File: config.mk
export PLATFORM = sky130hd
export DESIGN_NAME = byte_stuffed_info_frame_encoder
export DESIGN_NICKNAME = d
export VERILOG_FILES = /design/src/rtl/bsife_pkg.sv /design/src/rtl/bsife_front.sv /design/src/rtl/bsife_queue.sv /design/src/rtl/bsife_back.sv /design/src/rtl/byte_stuffed_info_frame_encoder.sv
export SDC_FILE = /design/constraint.sdc
export NUM_CORES = 1
export LEC_CHECK = 0
export BUFFER_PORTS_ARGS = -buffer_cell sky130_fd_sc_hd__buf_2
export CORE_ASPECT_RATIO = 0.5
export CORE_MARGIN = 8
export CORE_UTILIZATION = 35
export DETAILED_ROUTE_END_ITERATION = 10
export PLACE_DENSITY_LB_ADDON = 0.1
export SLEW_MARGIN = 20
export SYNTH_ARGS = -nofsm -noshare
export SYNTH_HDL_FRONTEND = slang
export SYNTH_HIERARCHICAL = 1
export SYNTH_SLANG_ARGS = --single-unit
File: constraint.sdc
create_clock -name aclk -period 6.5 [get_ports aclk]
set_clock_uncertainty 0.2 [all_clocks]
set_input_delay 0.65 -clock aclk [delete_from_list [all_inputs] [get_ports aclk]]
set_output_delay 0.65 -clock aclk [all_outputs]
set_load 0.05 [all_outputs]
File: src/rtl/bsife_pkg.sv
`default_nettype none

package bsife_pkg;

    // Line codes of the framing scheme.
    localparam logic [7:0] FLAG_BYTE  = 8'h7E;
    localparam logic [7:0] ESC_BYTE   = 8'h7D;
    localparam logic [7:0] ESC_FLAG   = 8'h5E;
    localparam logic [7:0] ESC_ESC    = 8'h5D;
    localparam int         SEQ_SHIFT  = 6;
    localparam logic [7:0] ADDR_RESET = 8'h03;

    // Default depth of the job queue between front and back.
    localparam int QUEUE_DEPTH_DEF = 2;

    // One payload byte as it arrives.
    typedef struct packed {
        logic [7:0] data_byte;
        logic       last_byte;
        logic       seq_bit;
    } in_item_t;

    // One byte of the line stream.
    typedef struct packed {
        logic [7:0] line_byte;
        logic       last_of_run;
    } out_item_t;

    // Classified work for the back end: everything needed to emit one run.
    typedef struct packed {
        logic       hdr;
        logic [7:0] addr;
        logic [7:0] ctrl;
        logic [7:0] data;
        logic       last;
        logic [7:0] bcc2;
    } job_t;

    // Fill status of the job queue.
    typedef struct packed {
        logic full;
        logic empty;
    } queue_stat_t;

endpackage

`default_nettype wire

File: src/rtl/bsife_front.sv
`default_nettype none

module bsife_front (
    input  wire logic              aclk,
    input  wire logic              aresetn,
    input  wire logic              s_valid,
    output logic                   s_ready,
    input  wire bsife_pkg::in_item_t s_item,
    input  wire logic              cfg_valid,
    output logic                   cfg_ready,
    input  wire logic [7:0]        cfg_data,
    input  wire bsife_pkg::queue_stat_t q_stat,
    output logic                   push,
    output bsife_pkg::job_t        push_job
);

    logic       in_frame_reg, in_frame_next;
    logic [7:0] xor_reg, xor_next;
    logic [7:0] addr_reg;
    logic [7:0] ctrl;
    logic [7:0] xor_acc;

    // The address register takes a write in any cycle.
    assign cfg_ready = 1'b1;

    // An item is taken whenever the queue has room.
    assign s_ready = !q_stat.full;
    assign push    = s_valid && s_ready;

    // Classify the item: header needed, control byte and check byte.
    always_comb begin
        ctrl    = 8'(s_item.seq_bit) << bsife_pkg::SEQ_SHIFT;
        xor_acc = (in_frame_reg ? xor_reg : 8'h00) ^ s_item.data_byte;

        push_job.hdr  = !in_frame_reg;
        push_job.addr = addr_reg;
        push_job.ctrl = ctrl;
        push_job.data = s_item.data_byte;
        push_job.last = s_item.last_byte;
        push_job.bcc2 = xor_acc;

        in_frame_next = in_frame_reg;
        xor_next      = xor_reg;
        if (push) begin
            in_frame_next = !s_item.last_byte;
            xor_next      = s_item.last_byte ? 8'h00 : xor_acc;
        end
    end

    // Frame state and the address register.
    always_ff @(posedge aclk) begin
        if (!aresetn) begin
            in_frame_reg <= 1'b0;
            xor_reg      <= 8'h00;
            addr_reg     <= bsife_pkg::ADDR_RESET;
        end else begin
            in_frame_reg <= in_frame_next;
            xor_reg      <= xor_next;
            if (cfg_valid && cfg_ready) begin
                addr_reg <= cfg_data;
            end
        end
    end

endmodule

`default_nettype wire

File: src/rtl/bsife_queue.sv
`default_nettype none

module bsife_queue #(
    parameter int DEPTH = bsife_pkg::QUEUE_DEPTH_DEF
) (
    input  wire logic            aclk,
    input  wire logic            aresetn,
    input  wire logic            push,
    input  wire bsife_pkg::job_t push_job,
    input  wire logic            pop,
    output bsife_pkg::job_t      head_job,
    output bsife_pkg::queue_stat_t q_stat
);

    localparam int PW = (DEPTH > 1) ? $clog2(DEPTH) : 1;
    localparam int CW = $clog2(DEPTH + 1);

    bsife_pkg::job_t mem_reg [DEPTH];
    logic [PW-1:0]   wr_ptr_reg, rd_ptr_reg;
    logic [CW-1:0]   count_reg;

    assign q_stat.full  = (count_reg == CW'(DEPTH));
    assign q_stat.empty = (count_reg == '0);
    assign head_job     = mem_reg[rd_ptr_reg];

    // Entries hold payload only and need no reset.
    always_ff @(posedge aclk) begin
        if (push) begin
            mem_reg[wr_ptr_reg] <= push_job;
        end
    end

    // Pointers wrap at the depth; the count tracks fill level.
    always_ff @(posedge aclk) begin
        if (!aresetn) begin
            wr_ptr_reg <= '0;
            rd_ptr_reg <= '0;
            count_reg  <= '0;
        end else begin
            if (push) begin
                wr_ptr_reg <= (wr_ptr_reg == PW'(DEPTH - 1)) ? '0 : wr_ptr_reg + 1'b1;
            end
            if (pop) begin
                rd_ptr_reg <= (rd_ptr_reg == PW'(DEPTH - 1)) ? '0 : rd_ptr_reg + 1'b1;
            end
            if (push && !pop) begin
                count_reg <= count_reg + 1'b1;
            end else if (pop && !push) begin
                count_reg <= count_reg - 1'b1;
            end
        end
    end

endmodule

`default_nettype wire

File: src/rtl/bsife_back.sv
`default_nettype none

module bsife_back (
    input  wire logic              aclk,
    input  wire logic              aresetn,
    input  wire bsife_pkg::job_t   head_job,
    input  wire bsife_pkg::queue_stat_t q_stat,
    output logic                   pop,
    output logic                   m_valid,
    input  wire logic              m_ready,
    output bsife_pkg::out_item_t   m_item
);

    // Emission phases of one run.
    localparam logic [3:0] PH_START = 4'd0;
    localparam logic [3:0] PH_H0    = 4'd1;
    localparam logic [3:0] PH_H1    = 4'd2;
    localparam logic [3:0] PH_H2    = 4'd3;
    localparam logic [3:0] PH_H3    = 4'd4;
    localparam logic [3:0] PH_D0    = 4'd5;
    localparam logic [3:0] PH_D1    = 4'd6;
    localparam logic [3:0] PH_B0    = 4'd7;
    localparam logic [3:0] PH_B1    = 4'd8;
    localparam logic [3:0] PH_F     = 4'd9;

    logic [3:0]           phase_reg;
    logic [3:0]           cur_phase, nxt_phase;
    logic                 done;
    logic                 load;
    logic [7:0]           byte_out;
    logic                 m_valid_reg;
    bsife_pkg::out_item_t m_item_reg;

    function automatic logic needs_esc(input logic [7:0] b);
        return (b == bsife_pkg::FLAG_BYTE) || (b == bsife_pkg::ESC_BYTE);
    endfunction

    function automatic logic [7:0] stuff_first(input logic [7:0] b);
        return needs_esc(b) ? bsife_pkg::ESC_BYTE : b;
    endfunction

    function automatic logic [7:0] stuff_second(input logic [7:0] b);
        return (b == bsife_pkg::FLAG_BYTE) ? bsife_pkg::ESC_FLAG : bsife_pkg::ESC_ESC;
    endfunction

    // Output register loads when a job waits and it is empty or drained.
    assign load = !q_stat.empty && (!m_valid_reg || m_ready);
    assign pop  = load && done;

    // Select the byte of the current phase and the phase that follows.
    always_comb begin
        cur_phase = phase_reg;
        if (phase_reg == PH_START) begin
            cur_phase = head_job.hdr ? PH_H0 : PH_D0;
        end
        byte_out  = bsife_pkg::FLAG_BYTE;
        nxt_phase = PH_START;
        done      = 1'b0;
        unique case (cur_phase)
            PH_H0: begin
                byte_out  = bsife_pkg::FLAG_BYTE;
                nxt_phase = PH_H1;
            end
            PH_H1: begin
                byte_out  = head_job.addr;
                nxt_phase = PH_H2;
            end
            PH_H2: begin
                byte_out  = head_job.ctrl;
                nxt_phase = PH_H3;
            end
            PH_H3: begin
                byte_out  = head_job.addr ^ head_job.ctrl;
                nxt_phase = PH_D0;
            end
            PH_D0: begin
                byte_out = stuff_first(head_job.data);
                if (needs_esc(head_job.data)) begin
                    nxt_phase = PH_D1;
                end else if (head_job.last) begin
                    nxt_phase = PH_B0;
                end else begin
                    done = 1'b1;
                end
            end
            PH_D1: begin
                byte_out = stuff_second(head_job.data);
                if (head_job.last) begin
                    nxt_phase = PH_B0;
                end else begin
                    done = 1'b1;
                end
            end
            PH_B0: begin
                byte_out  = stuff_first(head_job.bcc2);
                nxt_phase = needs_esc(head_job.bcc2) ? PH_B1 : PH_F;
            end
            PH_B1: begin
                byte_out  = stuff_second(head_job.bcc2);
                nxt_phase = PH_F;
            end
            PH_F: begin
                byte_out = bsife_pkg::FLAG_BYTE;
                done     = 1'b1;
            end
            default: begin
                byte_out = bsife_pkg::FLAG_BYTE;
                done     = 1'b1;
            end
        endcase
    end

    // Sequencer state and the output valid flag.
    always_ff @(posedge aclk) begin
        if (!aresetn) begin
            phase_reg   <= PH_START;
            m_valid_reg <= 1'b0;
        end else begin
            if (load) begin
                phase_reg   <= done ? PH_START : nxt_phase;
                m_valid_reg <= 1'b1;
            end else if (m_ready) begin
                m_valid_reg <= 1'b0;
            end
        end
    end

    // Output payload register.
    always_ff @(posedge aclk) begin
        if (load) begin
            m_item_reg.line_byte   <= byte_out;
            m_item_reg.last_of_run <= done;
        end
    end

    assign m_valid = m_valid_reg;
    assign m_item  = m_item_reg;

endmodule

`default_nettype wire

File: src/rtl/byte_stuffed_info_frame_encoder.sv
`default_nettype none

// Channel   Ports                          Carries
// input     s_valid  s_ready  s_item       one payload byte, last mark, sequence bit
// output    m_valid  m_ready  m_item       one line byte, end-of-run mark
// config    cfg_valid cfg_ready cfg_data   address byte (always ready)
//
// The back end emits one line byte per cycle while jobs wait and the output is not
// stalled; an item causes 1 or 2 line bytes mid-frame, up to 9 for a single-byte frame.
// The front end accepts one item per cycle while the job queue has room.
// Reset is synchronous, active low; it closes any open frame and sets the address to 3.
// A stall on the output holds the output register; the queue then fills and stalls input.

module byte_stuffed_info_frame_encoder #(
    parameter int QUEUE_DEPTH = bsife_pkg::QUEUE_DEPTH_DEF
) (
    input  wire logic                aclk,
    input  wire logic                aresetn,
    input  wire logic                s_valid,
    output logic                     s_ready,
    input  wire bsife_pkg::in_item_t s_item,
    output logic                     m_valid,
    input  wire logic                m_ready,
    output bsife_pkg::out_item_t     m_item,
    input  wire logic                cfg_valid,
    output logic                     cfg_ready,
    input  wire logic [7:0]          cfg_data
);

    bsife_pkg::job_t        push_job, head_job;
    bsife_pkg::queue_stat_t q_stat;
    logic                   push, pop;

    // Front end: accepts and classifies items.
    bsife_front u_front (
        .aclk      (aclk),
        .aresetn   (aresetn),
        .s_valid   (s_valid),
        .s_ready   (s_ready),
        .s_item    (s_item),
        .cfg_valid (cfg_valid),
        .cfg_ready (cfg_ready),
        .cfg_data  (cfg_data),
        .q_stat    (q_stat),
        .push      (push),
        .push_job  (push_job)
    );

    // Job queue between the two ends.
    bsife_queue #(
        .DEPTH (QUEUE_DEPTH)
    ) u_queue (
        .aclk     (aclk),
        .aresetn  (aresetn),
        .push     (push),
        .push_job (push_job),
        .pop      (pop),
        .head_job (head_job),
        .q_stat   (q_stat)
    );

    // Back end: serializes each job onto the line.
    bsife_back u_back (
        .aclk     (aclk),
        .aresetn  (aresetn),
        .head_job (head_job),
        .q_stat   (q_stat),
        .pop      (pop),
        .m_valid  (m_valid),
        .m_ready  (m_ready),
        .m_item   (m_item)
    );

    // The queue never takes a job while full.
    assert property (@(posedge aclk) disable iff (!aresetn) push |-> !q_stat.full)
        else $error("job pushed into a full queue");

    // A byte that does not end its run still has its job in the queue.
    assert property (@(posedge aclk) disable iff (!aresetn)
        (m_valid && !m_item.last_of_run) |-> !q_stat.empty)
        else $error("job retired before its run was complete");

    // Retiring a job always presents the final byte of its run.
    assert property (@(posedge aclk) disable iff (!aresetn)
        pop |=> (m_valid && m_item.last_of_run))
        else $error("job retired without an end-of-run byte");

endmodule

`default_nettype wire

==> run metrics, run 1 <==
Root Driver clkbuf_16; total track usage 11.0%; first-pass GRT wire length 15.6 mm; Final Wtd Congestion 0.834; Final #Nets 411; # diodes 0; outcome finished clean; wire per inst approximately 17 microns; insertion delay to the later sink of the worst-skew pair 0.34 ns; drt drc 0; via/cell ratio 4.81; Post-CTS Setup Bufs 0; Max Clock Freq 283 MHz; vias in the first global route 2,833; number of flip-flops in the largest register 68; DIE AREA around 18,000 sq um; FFs w/ async S/R, synth 0%; floorplan core area 13,600 sq um; Final TNS setup 0 ns; TritonCTS Buffers 9; Post-Synthesis Cell Area 4880 sq um; critical-path maximum fanout 34; Starting DRT DRC Count 172; num ports 35; First-pass DRT Iterations 5; Worst-path clk slew 0.07 ns; Hold-fix buffers, CTS 0; post-synthesis sequential area ratio 58.4%; initial antenna violation count 0; largest net degree at the start of global routing 36; Critical Path AT 3.60 ns; GR Overflow Total 0; Longest Clk Path Bufs 2; Layout area overhead 11.7%; slew margin rel. 39.8%; share of cells above drive strength 1 ~28%; Hold Crit Class reg2reg; EDFF count, synth 77; total of max-cap violations 0; CP startpoint kind register; Die Wd 183 microns; # rows 30; maximum vdd drop 137 uV; clk sinks 104; count of final setup violators 0; Total Power 2.26 mW; crit share post-route 54.3%; Die Y around 100 microns; Final Hold Fails 0; hpwl dp 6.69 mm; Vias roughly 2,800; Most used DFF post-synth edfxtp_1; crit path kind reg2reg; min Tclk post-route around 3.5 ns; Starting Density 35.9%; leakage power 1.93 nW; R2R depth 11; max-slew violations 0; PwrDens 414 nW/um^2; CTS tree built; Slew @ Worst Pin 0.902 ns; Resized Gates After CTS 0; Antenna Nets Post-Route 0; crit end category register; Syn. warnings 6; Syn Area/Cell approximately 13 sq um; Mapped Cells 369; Hold Path Cell Cnt 0; H-tree depth 3; port bufs 33; Worst Path Required around 6.6 ns; Total Wirelength around 9.7 mm; FF+latch count, synth roughly 100; RSZ-0062 raised after global routing false; Unique masters post-synth 51
-- cell usage after synthesis (3+ instances only) --
cell | count | area share [%]
o221ai_1 | 5 | 0.90
nand3_1 | 3 | 0.31
a211o_1 | 5 | 0.90
buf_2 | 7 | 0.72
a21oi_1 | 14 | 1.4
dfxtp_1 | 27 | 11
xor2_1 | 4 | 0.72
nor2b_1 | 13 | 1.7
or3_1 | 3 | 0.38
buf_4 | 21 | 3.2
clkbuf_1 | 4 | 0.31
xnor2_1 | 9 | 1.6
o21ai_0 | 11 | 1.1
nand4_1 | 3 | 0.38
buf_6 | 3 | 0.69
mux2i_1 | 18 | 3.7
a32o_1 | 9 | 1.8
nor2_1 | 11 | 0.85
nand2b_1 | 5 | 0.64
nand2_1 | 16 | 1.2
nor3_1 | 9 | 0.92
nand2_2 | 6 | 0.77
edfxtp_1 | 77 | 47
inv_1 | 8 | 0.61
mux2_2 | 34 | 7.8
xnor2_2 | 8 | 2.7
and2_1 | 4 | 0.51
-- worst max-delay path: stages, from the launching register on --
cell	delay (ns)
dfxtp_1	0.31
buf_4	0.41
mux2_2	0.44
or3_4	0.36
a211o_1	0.32
o21bai_1	0.23
nand2b_1	0.10
a21oi_1	0.23
inv_1	0.07
ha_1	0.31
or3_1	0.35
a21boi_1	0.13
-- layout by cell type, fill, tap and decap left out, types with 11 or more instances in the layout --
master     n
o21ai_0   11
edfxtp_1  77
buf_2     33
nor2_1    11
nand2_1   16
nor2b_1   12
dfxtp_1   27
mux2_2    34
a21oi_1   14
mux2i_1   18
-- power by group --
part	internal [mW]	total, mW	switching [mW]
combinational	0.259	0.712	0.454
clock	0.377	0.603	0.227
sequential	0.869	0.943	0.0738
-- through the flow --
step / setup WS, ns / hold WS [ns] / instance area, sq um / std cells / utilization (%)
2_1_floorplan: 3.22 / 0.225 / 4910 / 375 / -
3_3_place_gp: 3.07 / 0.234 / 5090 / 567 / 37.5
3_5_place_dp: 2.95 / 0.268 / 5090 / 567 / 37.5
4_1_cts: 2.93 / 0.283 / 5430 / 583 / 40.0
5_1_grt: 2.73 / 0.291 / 5450 / 584 / 40.1
6_report: 2.97 / 0.274 / 5450 / 584 / 40.1
-- worst paths after layout --
kind | startpoint | endpoint | slack, ns
max | register | u_queue/count_reg[1] | 2.97
min | u_front/addr_reg[3] | u_queue/mem_reg[0][28] | 0.27
max reg2reg | register | u_queue/count_reg[1] | 2.97
min reg2reg | u_front/addr_reg[3] | u_queue/mem_reg[0][28] | 0.27
-- per-layer routing --
layer  up-vias  wire length (microns)  track usage [%]
li1       1378                      -                -
met1      1379                   4970             14.9
met2        46                   4270             17.0
met3         4                    339             3.24
met4         0                     73             2.86
met5         -                      0                0
-- area by class of cell --
class                           count  area (sq um)
Fill cell                        1301          8140
Sequential cell                   104          2850
Multi-Input combinational cell    226          1780
Tap cell                          192           240
Clock buffer                       11           233
Timing Repair Buffer               37           208
Clock inverter                      5           105
Inverter                            9          33.8
-- cells by family (layout without fill, tap and decap cells) --
kind of cell / Yosys count / count (layout) / synth area share, %
buf+inv: 45 / 62 / 5.74
other cells: 2 / 8 / 0.154
flops: 104 / 104 / 58.4
compound gates: 64 / 64 / 9.86
mux: 53 / 53 / 11.8
fa+ha+maj: 1 / 1 / 0.256
xor+xnor: 21 / 21 / 5.00
simple gates: 79 / 79 / 8.81
(Power assumes the default switching activity.)
==> run 2: changes to the inputs <==
ABC_AREA = 1   (was not set)
clock period = 3.3 ns   (was 6.5 ns; I/O delays follow)
==> run metrics, run 2 <==
Longest Clk Path Bufs 2 (unchanged); worst setup path endpoint u_queue/count_reg[1]; most frequent cells in the layout 107 x nand2_1, 77 x edfxtp_1, 53 x nor2_1; Hold-fix buffers, CTS 4 (+4); crit path kind reg2reg; drt drc 0 (unchanged); initial antenna violation count 0 (unchanged); PwrDens 869 nW/um^2 (+110%); critical-path maximum fanout 14 (-59%); Mapped Cells 478 (+30%); Post-Synthesis Cell Area 5120 sq um (+4.8%); floorplan core area 14,400 sq um (+5.9%); commonest non-fill, non-tap cell in the layout nand2_1; largest net degree at the start of global routing 35 (-2.8%); Fill cells 1,420 (+9.1%); Total Power 4.94 mW (+120%); share of cells above drive strength 1 25.5% (-2.3 points); Final #Nets 534 (+30%); GR Overflow Total 0 (unchanged); Max Clock Freq 384 MHz (+36%); via/cell ratio 4.52 (-6.1%); Slew @ Worst Pin 0.790 ns (-0.112 ns); total of max-cap violations 0 (unchanged); Most used DFF post-synth edfxtp_1; Syn. warnings 6 (unchanged); Die Wd 187 microns (+2.2%); Final TNS setup 0 ns (unchanged); port bufs 33 (unchanged); vias in the first global route 3,196 (+13%); num ports 35 (unchanged); hpwl dp 7.45 mm (+11%); number of flip-flops in the largest register 68 (unchanged); Synth area leader edfxtp_1; min Tclk post-route 2.60 ns (-0.930 ns); Total Wirelength 10.4 mm (+7.5%); R2R depth 17 (+6); Antenna Nets Post-Route 0 (unchanged); Final Hold Fails 0 (unchanged); crit end category register; Layout area overhead 11.0%; max-slew violations 0 (unchanged); maximum vdd drop 265 uV (+93%); EDFF count, synth 77 (unchanged); RSZ-0062 raised after global routing false; total track usage 11.4% (+0.39 points); wire per inst 14.6 microns (-12%); DIE AREA 19,000 sq um (+4.2%); slew margin rel. 47.3% (+7.5 points); H-tree depth 3 (unchanged); Syn Area/Cell 10.7 sq um (-19%); first-pass GRT wire length 16.8 mm (+7.9%); Critical R2R Capture u_queue/count_reg[1]; top cells by count, synth 107 x nand2_1, 77 x edfxtp_1, 54 x nor2_1; Starting Density 35.6% (-0.37 points); outcome finished clean; Resized Gates After CTS 0 (unchanged); Final Wtd Congestion 0.789 (-5.4%); CP startpoint kind register; # diodes 0 (unchanged); clk sinks 104 (unchanged); First-pass DRT Iterations 4 (-1); # rows 31 (+3.3%); Root Driver clkbuf_16; Hold Path Cell Cnt 1 (+1); post-synthesis sequential area ratio 55.7% (-2.7 points); dominant cells by area after synthesis edfxtp_1 45%, dfxtp_1 11%, mux2_4 8.8%; CTS tree built; crit share post-route 78.8% (+25 points); top-count cell post-synth nand2_1; FFs w/ async S/R, synth 0% (unchanged); Synth top area share 45.2% (-2.2 points); FF+latch count, synth 104 (unchanged); Worst Path Required 3.38 ns (-3.19 ns); post-route core utilization 39.5% (-0.65 points); Worst-path clk slew 0.06 ns (about the same); Die Y 102 microns (+2.0%); Starting DRT DRC Count 159 (-7.6%); Vias 3,215 (+15%); Hold Crit Class in2reg; Post-CTS Setup Bufs 0 (unchanged); leakage power 2.38 nW (+23%); Critical Path AT 2.68 ns (-0.92 ns); Unique masters post-synth 39 (-24%); TritonCTS Buffers 9 (unchanged); insertion delay to the later sink of the worst-skew pair 0.34 ns (about the same); count of final setup violators 0 (unchanged); worst reg2reg setup slack 0.70 ns (-2.27 ns)
## run 2: changes by cell type in the layout (fill, tap and decap cells not counted), sizes merged, moves of 13 or more
| cell | change |
|---|---|
| nand2 | +99 |
| nor2 | +47 |
| inv | +41 |
| nand3 | +24 |
| mux2i | -18 |
| xnor2 | -14 |
| nor2b | -13 |
## run 2: kinds of logic after synthesis
group	after synthesis	synth area share, %
AO/OA/AOI/OAI	38	4.25
buffers and inverters	78	9.07
multiplexers	34	9.68
other	2	0.147
flip-flops	104	55.7
adder cells (fa/ha/maj)	1	0.244
XOR/XNOR	3	0.513
AND/OR/NAND/NOR	218	20.4
## run 2: worst min-delay path by stage
stage | from | to
after CTS | s_item[5] | u_queue/mem_reg[1][12]
after global routing | s_item[7] | u_queue/mem_reg[0][14]
after floorplan | u_front/addr_reg[2] | u_queue/mem_reg[0][27]
after detailed placement | u_front/addr_reg[0] | u_queue/mem_reg[0][25]
after global placement | u_front/addr_reg[4] | u_queue/mem_reg[1][29]
final | s_item[7] | u_queue/mem_reg[1][14]
## run 2: where the power goes
group / internal [mW] / total, mW / switching, mW
Combinational: 0.659 / 1.93 / 1.27
Sequential: 1.75 / 1.90 / 0.156
Clock: 0.660 / 1.10 / 0.443
## run 2: routing by layer
layer | track usage [%] | share of wire, % | wire, microns | vias up
met5 | 0 | 0 | 0 | -
met4 | 3.52 | 1.2 | 122 | 0
met3 | 2.99 | 4.6 | 474 | 11
met2 | 17.6 | 42 | 4380 | 63
met1 | 15.6 | 52 | 5410 | 1512
li1 | - | - | - | 1629
## run 2: metrics by stage
stage               std cells  worst slack (ns)  hold WS [ns]  cell area, sq um
finish                    712             0.698        0.0166              5680
global route              712             0.398       0.00506              5680
CTS                       712             0.669       0.00451              5680
detailed placement        693             0.696         0.240              5340
global placement          693             0.735         0.240              5340
floorplan                 484             0.209         0.220              5140
## run 2: worst max-delay path, stage by stage, from the launching register on
cell and delay, ns:
dfxtp_2 0.59, mux2_4 0.33, inv_1 0.07, nand3_2 0.09
nand2_2 0.09, nand3_4 0.12, inv_4 0.13, nand2_2 0.06
nand3_2 0.06, nand2_1 0.05, inv_1 0.08, inv_1 0.05
ha_1 0.29, inv_1 0.08, nand3_1 0.08, nand2_1 0.06
inv_1 0.03, nor2_1 0.08
## run 2: area by class of cell
class	count	area, sq um	share of cell area [%]
clock buffers	11	233	4.10
repair buffers	43	250	4.40
flip-flops and latches	104	2850	50.2
inverters	50	193	3.39
multi-input cells	302	1830	32.2
clock inverters	4	72.6	1.28
well taps	198	248	4.36
